`config.mk`:
```
export PLATFORM = sky130hd
export DESIGN_NAME = nbrc_ctrl
export DESIGN_NICKNAME = d
export VERILOG_FILES = /design/src/sv/nbrc_pkg.sv /design/src/sv/nbrc_ctrl.sv
export SDC_FILE = /design/constraint.sdc
export NUM_CORES = 1
export LEC_CHECK = 0
export BUFFER_PORTS_ARGS = -buffer_cell sky130_fd_sc_hd__buf_4
export CORE_AREA = 2 2 71 124
export DETAILED_ROUTE_END_ITERATION = 6
export DIE_AREA = 0 0 73 126
export PLACE_DENSITY_LB_ADDON = 0.1
export RECOVER_POWER = 100
export SLEW_MARGIN = 40
export SYNTH_ARGS = -nofsm -noshare
export SYNTH_HDL_FRONTEND = slang
export SYNTH_SLANG_ARGS = --single-unit
export TNS_END_PERCENT = 10
```
`constraint.sdc`:
```
create_clock -name clk -period 2.55 [get_ports clk]
set_input_delay 0.6375 -clock clk [delete_from_list [all_inputs] [get_ports clk]]
set_output_delay 0.6375 -clock clk [all_outputs]
set_load 0.01 [all_outputs]
```
`src/sv/nbrc_pkg.sv`:
```
// ----------------------------------------------------------------------------
// nbrc_pkg
// Shared types and constants for the nested box refinement classifier.
// ----------------------------------------------------------------------------
package nbrc_pkg;

  localparam int MAX_TURBINES = 16;
  localparam int MAX_LEVELS   = 8;
  localparam int TURB_W       = $clog2(MAX_TURBINES);
  localparam int LIDX_W       = (MAX_LEVELS > 1) ? $clog2(MAX_LEVELS) : 1;
  localparam int NT_W         = 5;   // num_turbines register
  localparam int NL_W         = 4;   // num_levels register
  localparam int CNT_W        = $clog2(MAX_TURBINES + 1);
  localparam int DEPTH_W      = $clog2(MAX_LEVELS + 1);
  localparam int FRAC_W       = 17;
  localparam int NUM_W        = DEPTH_W + 16;

  typedef struct packed {
    logic signed [31:0] cx;
    logic signed [31:0] cy;
    logic signed [31:0] cz;
    logic [30:0]        lx;
    logic [30:0]        ly;
    logic [30:0]        lz;
  } box_t;

  typedef struct packed {
    logic              en;
    logic [TURB_W-1:0] turbine;
    logic [LIDX_W-1:0] level;
    box_t              box;
  } wr_t;

  // one turbine walking down the row of level cells
  typedef struct packed {
    logic               valid;
    logic               alive;
    logic [TURB_W-1:0]  turbine;
    logic [DEPTH_W-1:0] depth;
  } tok_t;

  typedef struct packed {
    logic [NL_W-1:0]    nl;
    logic [30:0]        tol;
    logic signed [15:0] axis_a;
    logic signed [15:0] axis_b;
  } geo_t;

endpackage

```
`src/sv/nbrc_ctrl.sv`:
```
// ----------------------------------------------------------------------------
// nbrc_ctrl
// Query sequencer: issues one turbine token per cycle into the cell row,
// collects the deepest level and forms the fraction with a serial divider.
// ----------------------------------------------------------------------------
module nbrc_ctrl
  import nbrc_pkg::*;
(
  input  logic               clk,
  input  logic               rst_n,
  input  logic               query_go,
  input  logic [NT_W-1:0]    num_turbines,
  input  logic [NL_W-1:0]    num_levels,
  output logic               idle,
  output tok_t               tok_head,
  input  tok_t               tok_tail,
  output logic               out_tvalid,
  input  logic               out_tready,
  output logic [DEPTH_W-1:0] res_level,
  output logic [FRAC_W-1:0]  res_frac
);

  localparam logic [2:0] ST_IDLE  = 3'd0;
  localparam logic [2:0] ST_ISSUE = 3'd1;
  localparam logic [2:0] ST_DRAIN = 3'd2;
  localparam logic [2:0] ST_PREP  = 3'd3;
  localparam logic [2:0] ST_DIV   = 3'd4;
  localparam logic [2:0] ST_DONE  = 3'd5;

  logic [2:0]         state_r, state_nxt;
  logic [CNT_W-1:0]   nt_r, iss_r, rcv_r;
  logic [NL_W-1:0]    nl_r;
  logic [DEPTH_W-1:0] best_r;
  logic [NUM_W-1:0]   num_r, quo_r;
  logic [NL_W:0]      rem_r;
  logic [4:0]         step_r;
  logic               out_valid_r;
  logic [DEPTH_W-1:0] out_level_r;
  logic [FRAC_W-1:0]  out_frac_r;
  logic [NL_W:0]      rem_sh;
  logic               rem_ge;

  assign idle = (state_r == ST_IDLE);
  assign rem_sh = {rem_r[NL_W-1:0], num_r[NUM_W-1]};
  assign rem_ge = (rem_sh >= {1'b0, nl_r});

  always_comb begin
    tok_head         = '0;
    tok_head.valid   = (state_r == ST_ISSUE);
    tok_head.alive   = 1'b1;
    tok_head.turbine = iss_r[TURB_W-1:0];
  end

  always_comb begin
    state_nxt = state_r;
    case (state_r)
      ST_IDLE:  if (query_go) begin
        state_nxt = (num_turbines == '0) ? ST_PREP : ST_ISSUE;
      end
      ST_ISSUE: if (iss_r == nt_r - CNT_W'(1)) begin
        state_nxt = ST_DRAIN;
      end
      ST_DRAIN: if (tok_tail.valid && rcv_r == nt_r - CNT_W'(1)) begin
        state_nxt = ST_PREP;
      end
      ST_PREP:  state_nxt = ST_DIV;
      ST_DIV:   if (step_r == 5'(NUM_W - 1)) begin
        state_nxt = ST_DONE;
      end
      ST_DONE:  if (!out_valid_r || out_tready) begin
        state_nxt = ST_IDLE;
      end
      default:  state_nxt = ST_IDLE;
    endcase
  end

  always_ff @(posedge clk) begin
    if (!rst_n) begin
      state_r     <= ST_IDLE;
      out_valid_r <= 1'b0;
      iss_r       <= '0;
      rcv_r       <= '0;
      best_r      <= '0;
    end else begin
      state_r <= state_nxt;
      if (state_r == ST_IDLE && query_go) begin
        iss_r  <= '0;
        rcv_r  <= '0;
        best_r <= '0;
      end else begin
        if (state_r == ST_ISSUE) begin
          iss_r <= iss_r + CNT_W'(1);
        end
        if (tok_tail.valid) begin
          rcv_r <= rcv_r + CNT_W'(1);
          if (tok_tail.depth > best_r) begin
            best_r <= tok_tail.depth;
          end
        end
      end
      if (state_r == ST_DONE && (!out_valid_r || out_tready)) begin
        out_valid_r <= 1'b1;
      end else if (out_tready) begin
        out_valid_r <= 1'b0;
      end
    end
  end

  // saturating counts and restoring divider
  always_ff @(posedge clk) begin
    if (state_r == ST_IDLE && query_go) begin
      nt_r <= (32'(num_turbines) > MAX_TURBINES) ? CNT_W'(MAX_TURBINES)
                                                 : CNT_W'(num_turbines);
      nl_r <= (32'(num_levels) > MAX_LEVELS) ? NL_W'(MAX_LEVELS) : num_levels;
    end
    if (state_r == ST_PREP) begin
      num_r  <= {best_r, 16'b0} + NUM_W'(nl_r >> 1);
      rem_r  <= '0;
      quo_r  <= '0;
      step_r <= '0;
    end else if (state_r == ST_DIV) begin
      num_r  <= {num_r[NUM_W-2:0], 1'b0};
      rem_r  <= rem_ge ? rem_sh - {1'b0, nl_r} : rem_sh;
      quo_r  <= {quo_r[NUM_W-2:0], rem_ge};
      step_r <= step_r + 5'd1;
    end
    if (state_r == ST_DONE && (!out_valid_r || out_tready)) begin
      out_level_r <= best_r;
      out_frac_r  <= (nl_r == '0) ? '0 : quo_r[FRAC_W-1:0];
    end
  end

  assign out_tvalid = out_valid_r;
  assign res_level  = out_level_r;
  assign res_frac   = out_frac_r;

  a_rcv_le_iss: assert property (@(posedge clk) disable iff (!rst_n)
    (state_r == ST_ISSUE || state_r == ST_DRAIN) |-> (rcv_r <= iss_r))
    else $error("more tokens returned than issued");

  a_all_issued: assert property (@(posedge clk) disable iff (!rst_n)
    (state_r == ST_DRAIN) |-> (iss_r == nt_r))
    else $error("drain entered before all turbines issued");

  a_level_range: assert property (@(posedge clk) disable iff (!rst_n)
    (state_r == ST_DIV) |-> (32'(best_r) <= 32'(nl_r)))
    else $error("refine level above level count");

endmodule
```
# Word level (Yosys, flattened, before mapping)
# Index checks and enable logic that the tools add are counted.
[word_totals] memories=0 ramBits=0 in_bits=23 ff_bits=94 latch_bits=0 elab_cells=62 mem_bits_ro=0
[op_classes] addsub=6 n_div=0 reduce_logical=13 bitwise_logic=1 shifts=0 mux=12 magnitude_cmp=4 mul=0 n_eq_ne=13
[ops] op="two-way mux 20 bit" count=2
[ops] op="adder 20 x 3 -> 20 bit" count=1
[ops] op="case mux 3 bit (6 select lines)" count=1
[ops] op="adder 5 x 1 -> 5 bit, second input constant" count=3
[ops] op="two-way mux 3 bit" count=5
[ops] op="equality test 5 bit" count=2
[ops] op="!= test 2 bit, second input constant" count=4
[ops] op="equality test 3 x 2 -> 1 bit, second input constant" count=2
[ops] op="equality test 3 bit, second input constant" count=2
[ops] op="equality test 5 bit, second input constant" count=1
[ops] op="greater-or-equal comparator 5 x 4 -> 1 bit" count=1
[ops] op="> comparator 5 bit, second input constant" count=1
[ops] op="zero test 5 bit" count=1
[ops] op="AND reduction 5 bit" count=1
[ops] op="subtractor 5 x 1 -> 5 bit, second input constant" count=1
[ops] op="> comparator 4 bit" count=1
[ops] op="> comparator 4 bit, second input constant" count=1
[ops] op="zero test 4 bit" count=1
[ops] op="two-way mux 4 bit" count=1
[ops] op="nonzero test 2 bit" count=2
[ops] op="subtractor 4 bit" count=1
[ops] op="equality test 3 x 1 -> 1 bit, second input constant" count=1
[ops] op="logical AND 1 bit" count=3
[ops] op="zero test 3 bit" count=1
[ops] op="other kinds (8)" count=9

# Longest topological paths before layout
# Gate-level depths: netlist (run 1).
[logic_depth] word_depth=5 mapped_depth=8 depth_no_buf=8

# Worst setup path before layout (run 1)
# Ideal clock, no wire load.
[synth_path] path_kind="input port to flip-flop" start="input out_tready" end="register out_frac_r[0], in the netlist res_frac[0] (enable)" setup_ns=0.399 path_stages=2 required_time_ns=2.151 arrival_ns=1.597 setup_slack_ns=0.555 path_cell_list="nor2b_1 nor2_1"
[synth_via] elab_chain_cells=2
[synth_rtl] item="from (decl)" line="nbrc_ctrl.sv:18" source="input logic out_tready,"
[synth_rtl] item="logical OR 1 bit" line="nbrc_ctrl.sv:127" source="if (state_r == ST_DONE && (!out_valid_r || out_tready)) begin"
[synth_rtl] item="logical AND 1 bit" line="nbrc_ctrl.sv:127"
[synth_rtl] item="to (signal assigned)" line="nbrc_ctrl.sv:129" source="out_frac_r <= (nl_r == '0) ? '0 : quo_r[FRAC_W-1:0];"
[synth_rtl] item="to (decl)" line="nbrc_ctrl.sv:39" source="logic [FRAC_W-1:0] out_frac_r;"
# Every way passes these cells.
# A chain may end at the register's enable or synchronous reset.

==> summary.md, run 1 <==
| Metric | Value |
|---|---|
| Crit Path Class | `register to output pin` |
| N_diodes | `0` |
| Top_reg_cell synth | `edfxtp_1` |
| Share of layout cells above drive strength 1 | `9.65%` |
| Met1 Usage GRT | `19.7%` |
| Flop2flop setup slack | `0.43 ns` |
| Vias in the first global route | `2625` |
| Post-synth EDFFs | `50` |
| CTS Buf Count | `9` |
| Port Buf Inserts | `45` |
| Worst Setup SP | `state_r[0]` |
| R2R Path End | `rem_r[1]` |
| First-pass GRT wire length | `12200 um` |
| Top cells by area, synth | `edfxtp_1, dfxtp_1, a22o_1` |
| Final hold slack | `0.456 ns` |
| Maxcap violations | `0` |
| Post-Synthesis Cells | `356` |
| Critical Path Sink Type | `output pin` |
| Routability cong. | `0.817` |
| Setup_tns | `0 ns` |
| Tcrit/Tclk final | `85.7%` |
| Post-placement setup slack | `0.281 ns` |
| Hold_buf cts | `0` |
| Fin. max-slew vios | `0` |
| DR pass1 iterations | `4` |
| Die Span X | `73 um` |
| Initial antenna violation count | `0` |
| Clock buffer depth | `2` |
| Cell taking the most area after synthesis | `edfxtp_1` |
| DRT iter0 DRCs | `222` |
| WL/cell | `14.5 um` |
| Clock root buffer | `clkbuf_16` |
| Yosys warns | `0` |
| Clock skew | `0.00546 ns` |
| Rows | `44` |
| Gr busiest metal | `met2` |
| CTS H-Tree Depth | `3` |
| FFs w/ async S/R, synth | `0%` |
| Total Routing Usage GR | `17.3%` |
| Worst vdd ir | `0.444 mV` |
| Global route overflow | `0` |
| Final worst slack | `0.365 ns` |
| DRT antenna net count | `0` |
| Yosys cell types | `43` |
| Number of synthesized register bits | `94` |
| Status | `finished, final reports clean` |
| Fmax | `0.458 GHz` |
| Crit start category | `register` |
| Worst slew margin | `36.3%` |
| Worst Tran Pin Value | `0.955 ns` |
| Worst path required time | `1.91 ns` |
| Fillers | `736` |
| Worst EP arrival | `1.55 ns` |
| GRT met3 Usage | `4.40%` |
| Post-CTS sizing | `0` |
| PwrDens | `780 mW/mm^2` |
| Vias | `2617` |
| Setup violators final | `0` |
| CTS sink count | `94` |
| Worst hold path type | `register to register` |
| Total routed wirelength | `7190 um` |
| Nets | `435` |
| Leakage power | `1.81 nW` |
| Non-Filler Instances | `496` |
| Die area | `0.00920 mm^2` |
| Area of the mapped netlist | `0.00410 mm^2` |
| I/O Pins | `56` |
| Die Y | `126 um` |
| R2R depth | `5` |
| RSZ-0062 raised after global routing | `false` |
| Met2 usage | `29.3%` |
| DR DRC count | `0` |
| Yosys top cell area share | `36.6%` |
| Starting Density | `50.0%` |
| DR vias/cell | `5.28` |
| Clock Latency Late Sink | `0.34 ns` |
| Post-CTS Setup Inserts | `0` |
| Mean post-synth cell area | `11.5 um^2` |
| Crit-path max FO | `15` |
| Largest net degree at the start of global routing | `27` |
| Register area share after synthesis | `58.1%` |
| Worst Setup EP | `tok_head[9]` |
| Min Tclk post-route | `2.18 ns` |
| Area Growth Syn to Fin | `14.7%` |
| CORE AREA | `0.00820 mm^2` |
| DP Cell Count | `480` |
| CTS tree | `yes` |
| Fin. Hold Viols | `0` |
| Reg-to-reg critical path startpoint | `state_r[2]` |
| DP HPWL | `5080 um` |
| Clock-pin slew on the worst setup and hold paths | `0.07 ns` |
## cell usage after synthesis (2+ instances only)
master / number
edfxtp_1: 50
dfxtp_1: 44
nor2_1: 24
nor2b_1: 21
a22o_1: 19
nand2_1: 19
inv_1: 17
and2_1: 14
o21ai_0: 13
ha_1: 12
xor2_1: 12
mux2i_1: 11
buf_4: 9
xnor2_1: 9
and2b_1: 8
clkbuf_1: 8
nand4_1: 8
a21oi_1: 7
buf_2: 7
nand2b_1: 7
nor3_1: 6
nand3_1: 4
nor4_1: 3
conb_1: 2
nand3b_1: 2
o21a_1: 2
or3_1: 2
## final cells by class
| cell class | count | area [um^2] | area share (%) |
|---|---|---|---|
| Clock buffer | 12 | 278 | 5.91 |
| Clock inverter | 4 | 73.8 | 1.57 |
| Inverter | 17 | 63.8 | 1.36 |
| Multi-Input combinational cell | 224 | 1520 | 32.3 |
| Sequential cell | 94 | 2380 | 50.7 |
| Tap cell | 92 | 115 | 2.45 |
| Timing Repair Buffer | 53 | 269 | 5.72 |
## worst max-delay path: stages, from the launching register on
cell	delay, ns
dfxtp_1	0.61
nor3b_1	0.27
buf_4	0.20
buf_4	0.13
## cells in the final DEF, fill, tap and decap left out, types with 2 or more instances in the layout
cell and count:
and2_1 3, xor2_1 12, dfxtp_1 44, and2_0 11, nor2_1 24, nor3_1 6
nor2b_1 21, o21a_1 2, nand3_1 4, clkbuf_8 2, bufinv_16 2, mux2i_1 11
clkbuf_2 2, edfxtp_1 50, conb_1 5, nand2b_1 7, clkbuf_1 33, nand3b_1 2
nor4_1 3, buf_4 18, xnor2_1 9, a22o_1 19, clkbuf_16 10, nand4_1 8
ha_1 12, inv_1 17, o21ai_0 13, and2b_1 8, or3_1 2, a21oi_1 7
nand2_1 19
## logic make-up (layout without fill, tap and decap cells)
logic type / after synthesis / after routing / share of synthesized area [%]
flip-flops: 94 / 94 / 58.1
XOR/XNOR: 21 / 21 / 4.49
other: 2 / 5 / 0.183
adder cells (fa/ha/maj): 14 / 14 / 4.40
AND/OR/NAND/NOR: 123 / 123 / 16.5
buffers and inverters: 41 / 86 / 4.79
multiplexers: 11 / 11 / 2.69
AO/OA/AOI/OAI: 50 / 50 / 8.79
## stage by stage
step	power, W	area, um^2	util (%)
final	0.00367	4700	57.3
after global routing	0.00384	4700	57.3
after CTS	0.00372	4850	59.1
after detailed placement	0.00219	4500	54.9
after global placement	0.00218	4500	54.9
after floorplan	0.00207	4110	-
## worst min-delay path by stage
| stage | slack [ns] | from | cells past startpoint | end |
|---|---|---|---|---|
| floorplan | 0.43 | best_r[1] | 0 | res_level[1] |
| global placement | 0.45 | rem_r[3] | 2 | rem_r[3] |
| detailed placement | 0.44 | best_r[1] | 0 | res_level[1] |
| CTS | 0.46 | best_r[1] | 0 | res_level[1] |
| global route | 0.48 | best_r[2] | 0 | res_level[2] |
| finish | 0.46 | best_r[1] | 0 | res_level[1] |
## power breakdown
group	leakage [nW]	total [W]	internal (W)	switching, W
sequential	0.790	0.00173	0.00166	0.0000728
combinational	0.842	0.000409	0.000195	0.000214
clock	0.174	0.00152	0.000974	0.000550
## flip-flops by register name (all words and copies together), names as in the netlist
signal and flops:
best_r 4, iss_r 5, nl_r 4, nt_r 5
num_r 20, out_tvalid 1, quo_r 17, rcv_r 5
rem_r 4, res_frac 17, res_level 4, state_r 3
step_r 5
## per-layer routing
layer	wire length, um	vias to the layer above	part of all wire [%]
li1	-	1316	-
met1	2960	1232	41
met2	3770	54	52
met3	245	15	3.4
met4	225	0	3.1
met5	0	-	0
Note: power is estimated with default switching activity, not from simulation.
==> inputs of run 2 (changes only) <==
--- a/config.mk
+++ b/config.mk
@@ -9,7 +9,7 @@
 export CORE_AREA = 2 2 71 124
 export DETAILED_ROUTE_END_ITERATION = 6
 export DIE_AREA = 0 0 73 126
-export PLACE_DENSITY_LB_ADDON = 0.1
+export PLACE_DENSITY = 0.78
 export RECOVER_POWER = 100
 export SLEW_MARGIN = 40
 export SYNTH_ARGS = -nofsm -noshare
==> run 2 against run 1 <==
Final area down 0.82%; die area is the same; global-route usage is 0.13 points lower; sequential share of layout area up 0.42 points; non-clock buffer count unchanged; hold slack improved by 0.0030 ns; largest cell class unchanged; highest routed layer unchanged.
==> summary.md, run 2 (same netlist as run 1, synthesis figures left out) <==
| Metric | Value |
|---|---|
| Commonest cells after routing, fill and taps aside | `edfxtp_1, dfxtp_1, clkbuf_1, nor2_1, nor2b_1` |
| CORE AREA | `0.00820 mm^2 (unchanged)` |
| Max reg flops | `20 (unchanged)` |
| I/O Pins | `56 (unchanged)` |
| CTS sink count | `94 (unchanged)` |
| Worst vdd ir | `0.410 mV (-7.8%)` |
| Core Util, Final | `56.8% (-0.47 points)` |
| Cells along the critical path | `nor3b_1, buf_4, buf_4` |
| Most used cell, CP | `buf_4` |
| Starting Density | `50.0% (unchanged)` |
| Fmax | `0.468 GHz (+2.2%)` |
| Post-CTS Setup Inserts | `0 (unchanged)` |
| DR vias/cell | `5.39 (+2.1%)` |
| CTS H-Tree Depth | `3 (unchanged)` |
| WL/cell | `14.6 um (+0.61%)` |
| Hold EP | `rem_r[3]` |
| Initial antenna violation count | `0 (unchanged)` |
| DR pass1 iterations | `4 (unchanged)` |
| Hold_buf cts | `0 (unchanged)` |
| Share of layout cells above drive strength 1 | `8.91% (-0.74 points)` |
| Routability cong. | `0.867 (+6.2%)` |
| Min Tclk post-route | `2.14 ns (-0.0462 ns)` |
| Post-CTS sizing | `0 (unchanged)` |
| Rows | `44 (unchanged)` |
| DR DRC count | `0 (unchanged)` |
| Setup_tns | `0 ns (unchanged)` |
| Clock-pin slew on the worst setup and hold paths | `0.06 ns (about the same)` |
| First-pass GRT wire length | `12100 um (-0.79%)` |
| Clock root buffer | `clkbuf_16` |
| Clock buffer depth | `2 (unchanged)` |
| Fin area | `0.00466 mm^2 (-0.82%)` |
| Reg-to-reg critical path startpoint | `state_r[0]` |
| CTS Buf Count | `9 (unchanged)` |
| Nets | `435 (unchanged)` |
| Die Span X | `73 um (unchanged)` |
| R2R Path End | `res_level[0]` |
| PwrDens | `761 mW/mm^2 (-2.4%)` |
| Slowest stage delay, CP | `0.59 ns (-0.02 ns)` |
| Status | `finished, final reports clean` |
| Largest reg by FF count | `num_r` |
| Total routed wirelength | `7240 um (+0.61%)` |
| Post-placement setup slack | `0.285 ns (+0.00394 ns)` |
| Fin. max-slew vios | `0 (unchanged)` |
| R2R depth | `3 (-2)` |
| Worst Tran Pin Value | `1.14 ns (+0.181 ns)` |
| Clock Latency Late Sink | `0.34 ns (about the same)` |
| Leading cell type in the layout, fill and taps excluded | `edfxtp_1` |
| Flop2flop setup slack | `0.45 ns (+0.02 ns)` |
| Crit Path Class | `register to output pin` |
| Worst path required time | `1.91 ns (about the same)` |
| CTS tree | `yes` |
| Vias | `2671 (+2.1%)` |
| Tcrit/Tclk final | `83.9% (-1.8 points)` |
| Setup violators final | `0 (unchanged)` |
| DRT iter0 DRCs | `207 (-6.8%)` |
| Crit-path slowest cell | `dfxtp_1` |
| N_diodes | `0 (unchanged)` |
| Hold Crit Start | `rem_r[3]` |
| Crit start category | `register` |
| Fillers | `711 (-3.4%)` |
| Global route overflow | `0 (unchanged)` |
| Worst hold path type | `register to register` |
| Total Routing Usage GR | `17.2% (-0.13 points)` |
| Clock skew | `0.00312 ns (-0.00233 ns)` |
| Hold depth | `2 (+2)` |
| Dpl cell area | `0.00450 mm^2 (unchanged)` |
| Port Buf Inserts | `45 (unchanged)` |
| Leakage power | `1.78 nW (-1.7%)` |
| Overall power | `0.00355 W (-3.2%)` |
| Final worst slack | `0.411 ns (+0.0462 ns)` |
| Area Growth Syn to Fin | `13.8%` |
| Largest net degree at the start of global routing | `27 (unchanged)` |
| Worst EP arrival | `1.50 ns (-0.05 ns)` |
| DP HPWL | `5240 um (+3.3%)` |
| Crit-path max FO | `15 (unchanged)` |
| Critical Path Sink Type | `output pin` |
| DRT antenna net count | `0 (unchanged)` |
| Die area | `0.00920 mm^2 (unchanged)` |
| RSZ-0062 raised after global routing | `false` |
| Vias in the first global route | `2652 (+1.0%)` |
| Maxcap violations | `0 (unchanged)` |
| Worst slew margin | `24.3% (-12 points)` |
| Fin. Hold Viols | `0 (unchanged)` |
| Die Y | `126 um (unchanged)` |
==> run 2: report_power, final <==
| part | switching [W] | internal (W) | leakage, nW |
|---|---|---|---|
| registers | 0.0000706 | 0.00166 | 0.790 |
| clock network | 0.000545 | 0.000856 | 0.147 |
| logic | 0.000220 | 0.000196 | 0.839 |
| total | 0.000835 | 0.00271 | 1.78 |
==> run 2: metal layers <==
metal	share of wire (%)	up-vias	GRT usage, %
li1	-	1316	-
met1	39	1264	18.8
met2	53	72	28.7
met3	4.7	19	5.20
met4	4.1	0	9.48
met5	0	-	0
==> run 2: worst max-delay path by stage <==
stage,start,slack (ns),end,depth (start not counted)
2_1_floorplan,out_tready,0.55,res_frac[0],2
3_3_place_gp,tok_tail[1],0.35,best_r[2],8
3_5_place_dp,tok_tail[1],0.28,best_r[0],8
4_1_cts,state_r[0],0.40,tok_head[9],3
5_1_grt,state_r[0],0.19,rcv_r[0],5
6_report,state_r[0],0.41,tok_head[9],3
==> run 2: final cells by class <==
type                       instances  area (um^2)  area share, %
clock buffer                      10          229           4.91
clock inverter                     6         85.1           1.82
inverter                          17         63.8           1.37
multi-input combinational        224         1520           32.6
sequential                        94         2380           51.1
tap                               92          115           2.47
timing repair buffer              53          268           5.74
==> run 2: through the flow <==
stage	hold WS, ns	std cells
floorplan	0.429	359
global placement	0.445	480
detailed placement	0.450	480
CTS	0.459	496
global route	0.489	496
finish	0.459	496
==> run 2: critical path: cells and delay by family (launching register included) <==
kind          cells  cell delay [ns]
flops             1             0.59
buf+inv           2             0.32
simple gates      1             0.24
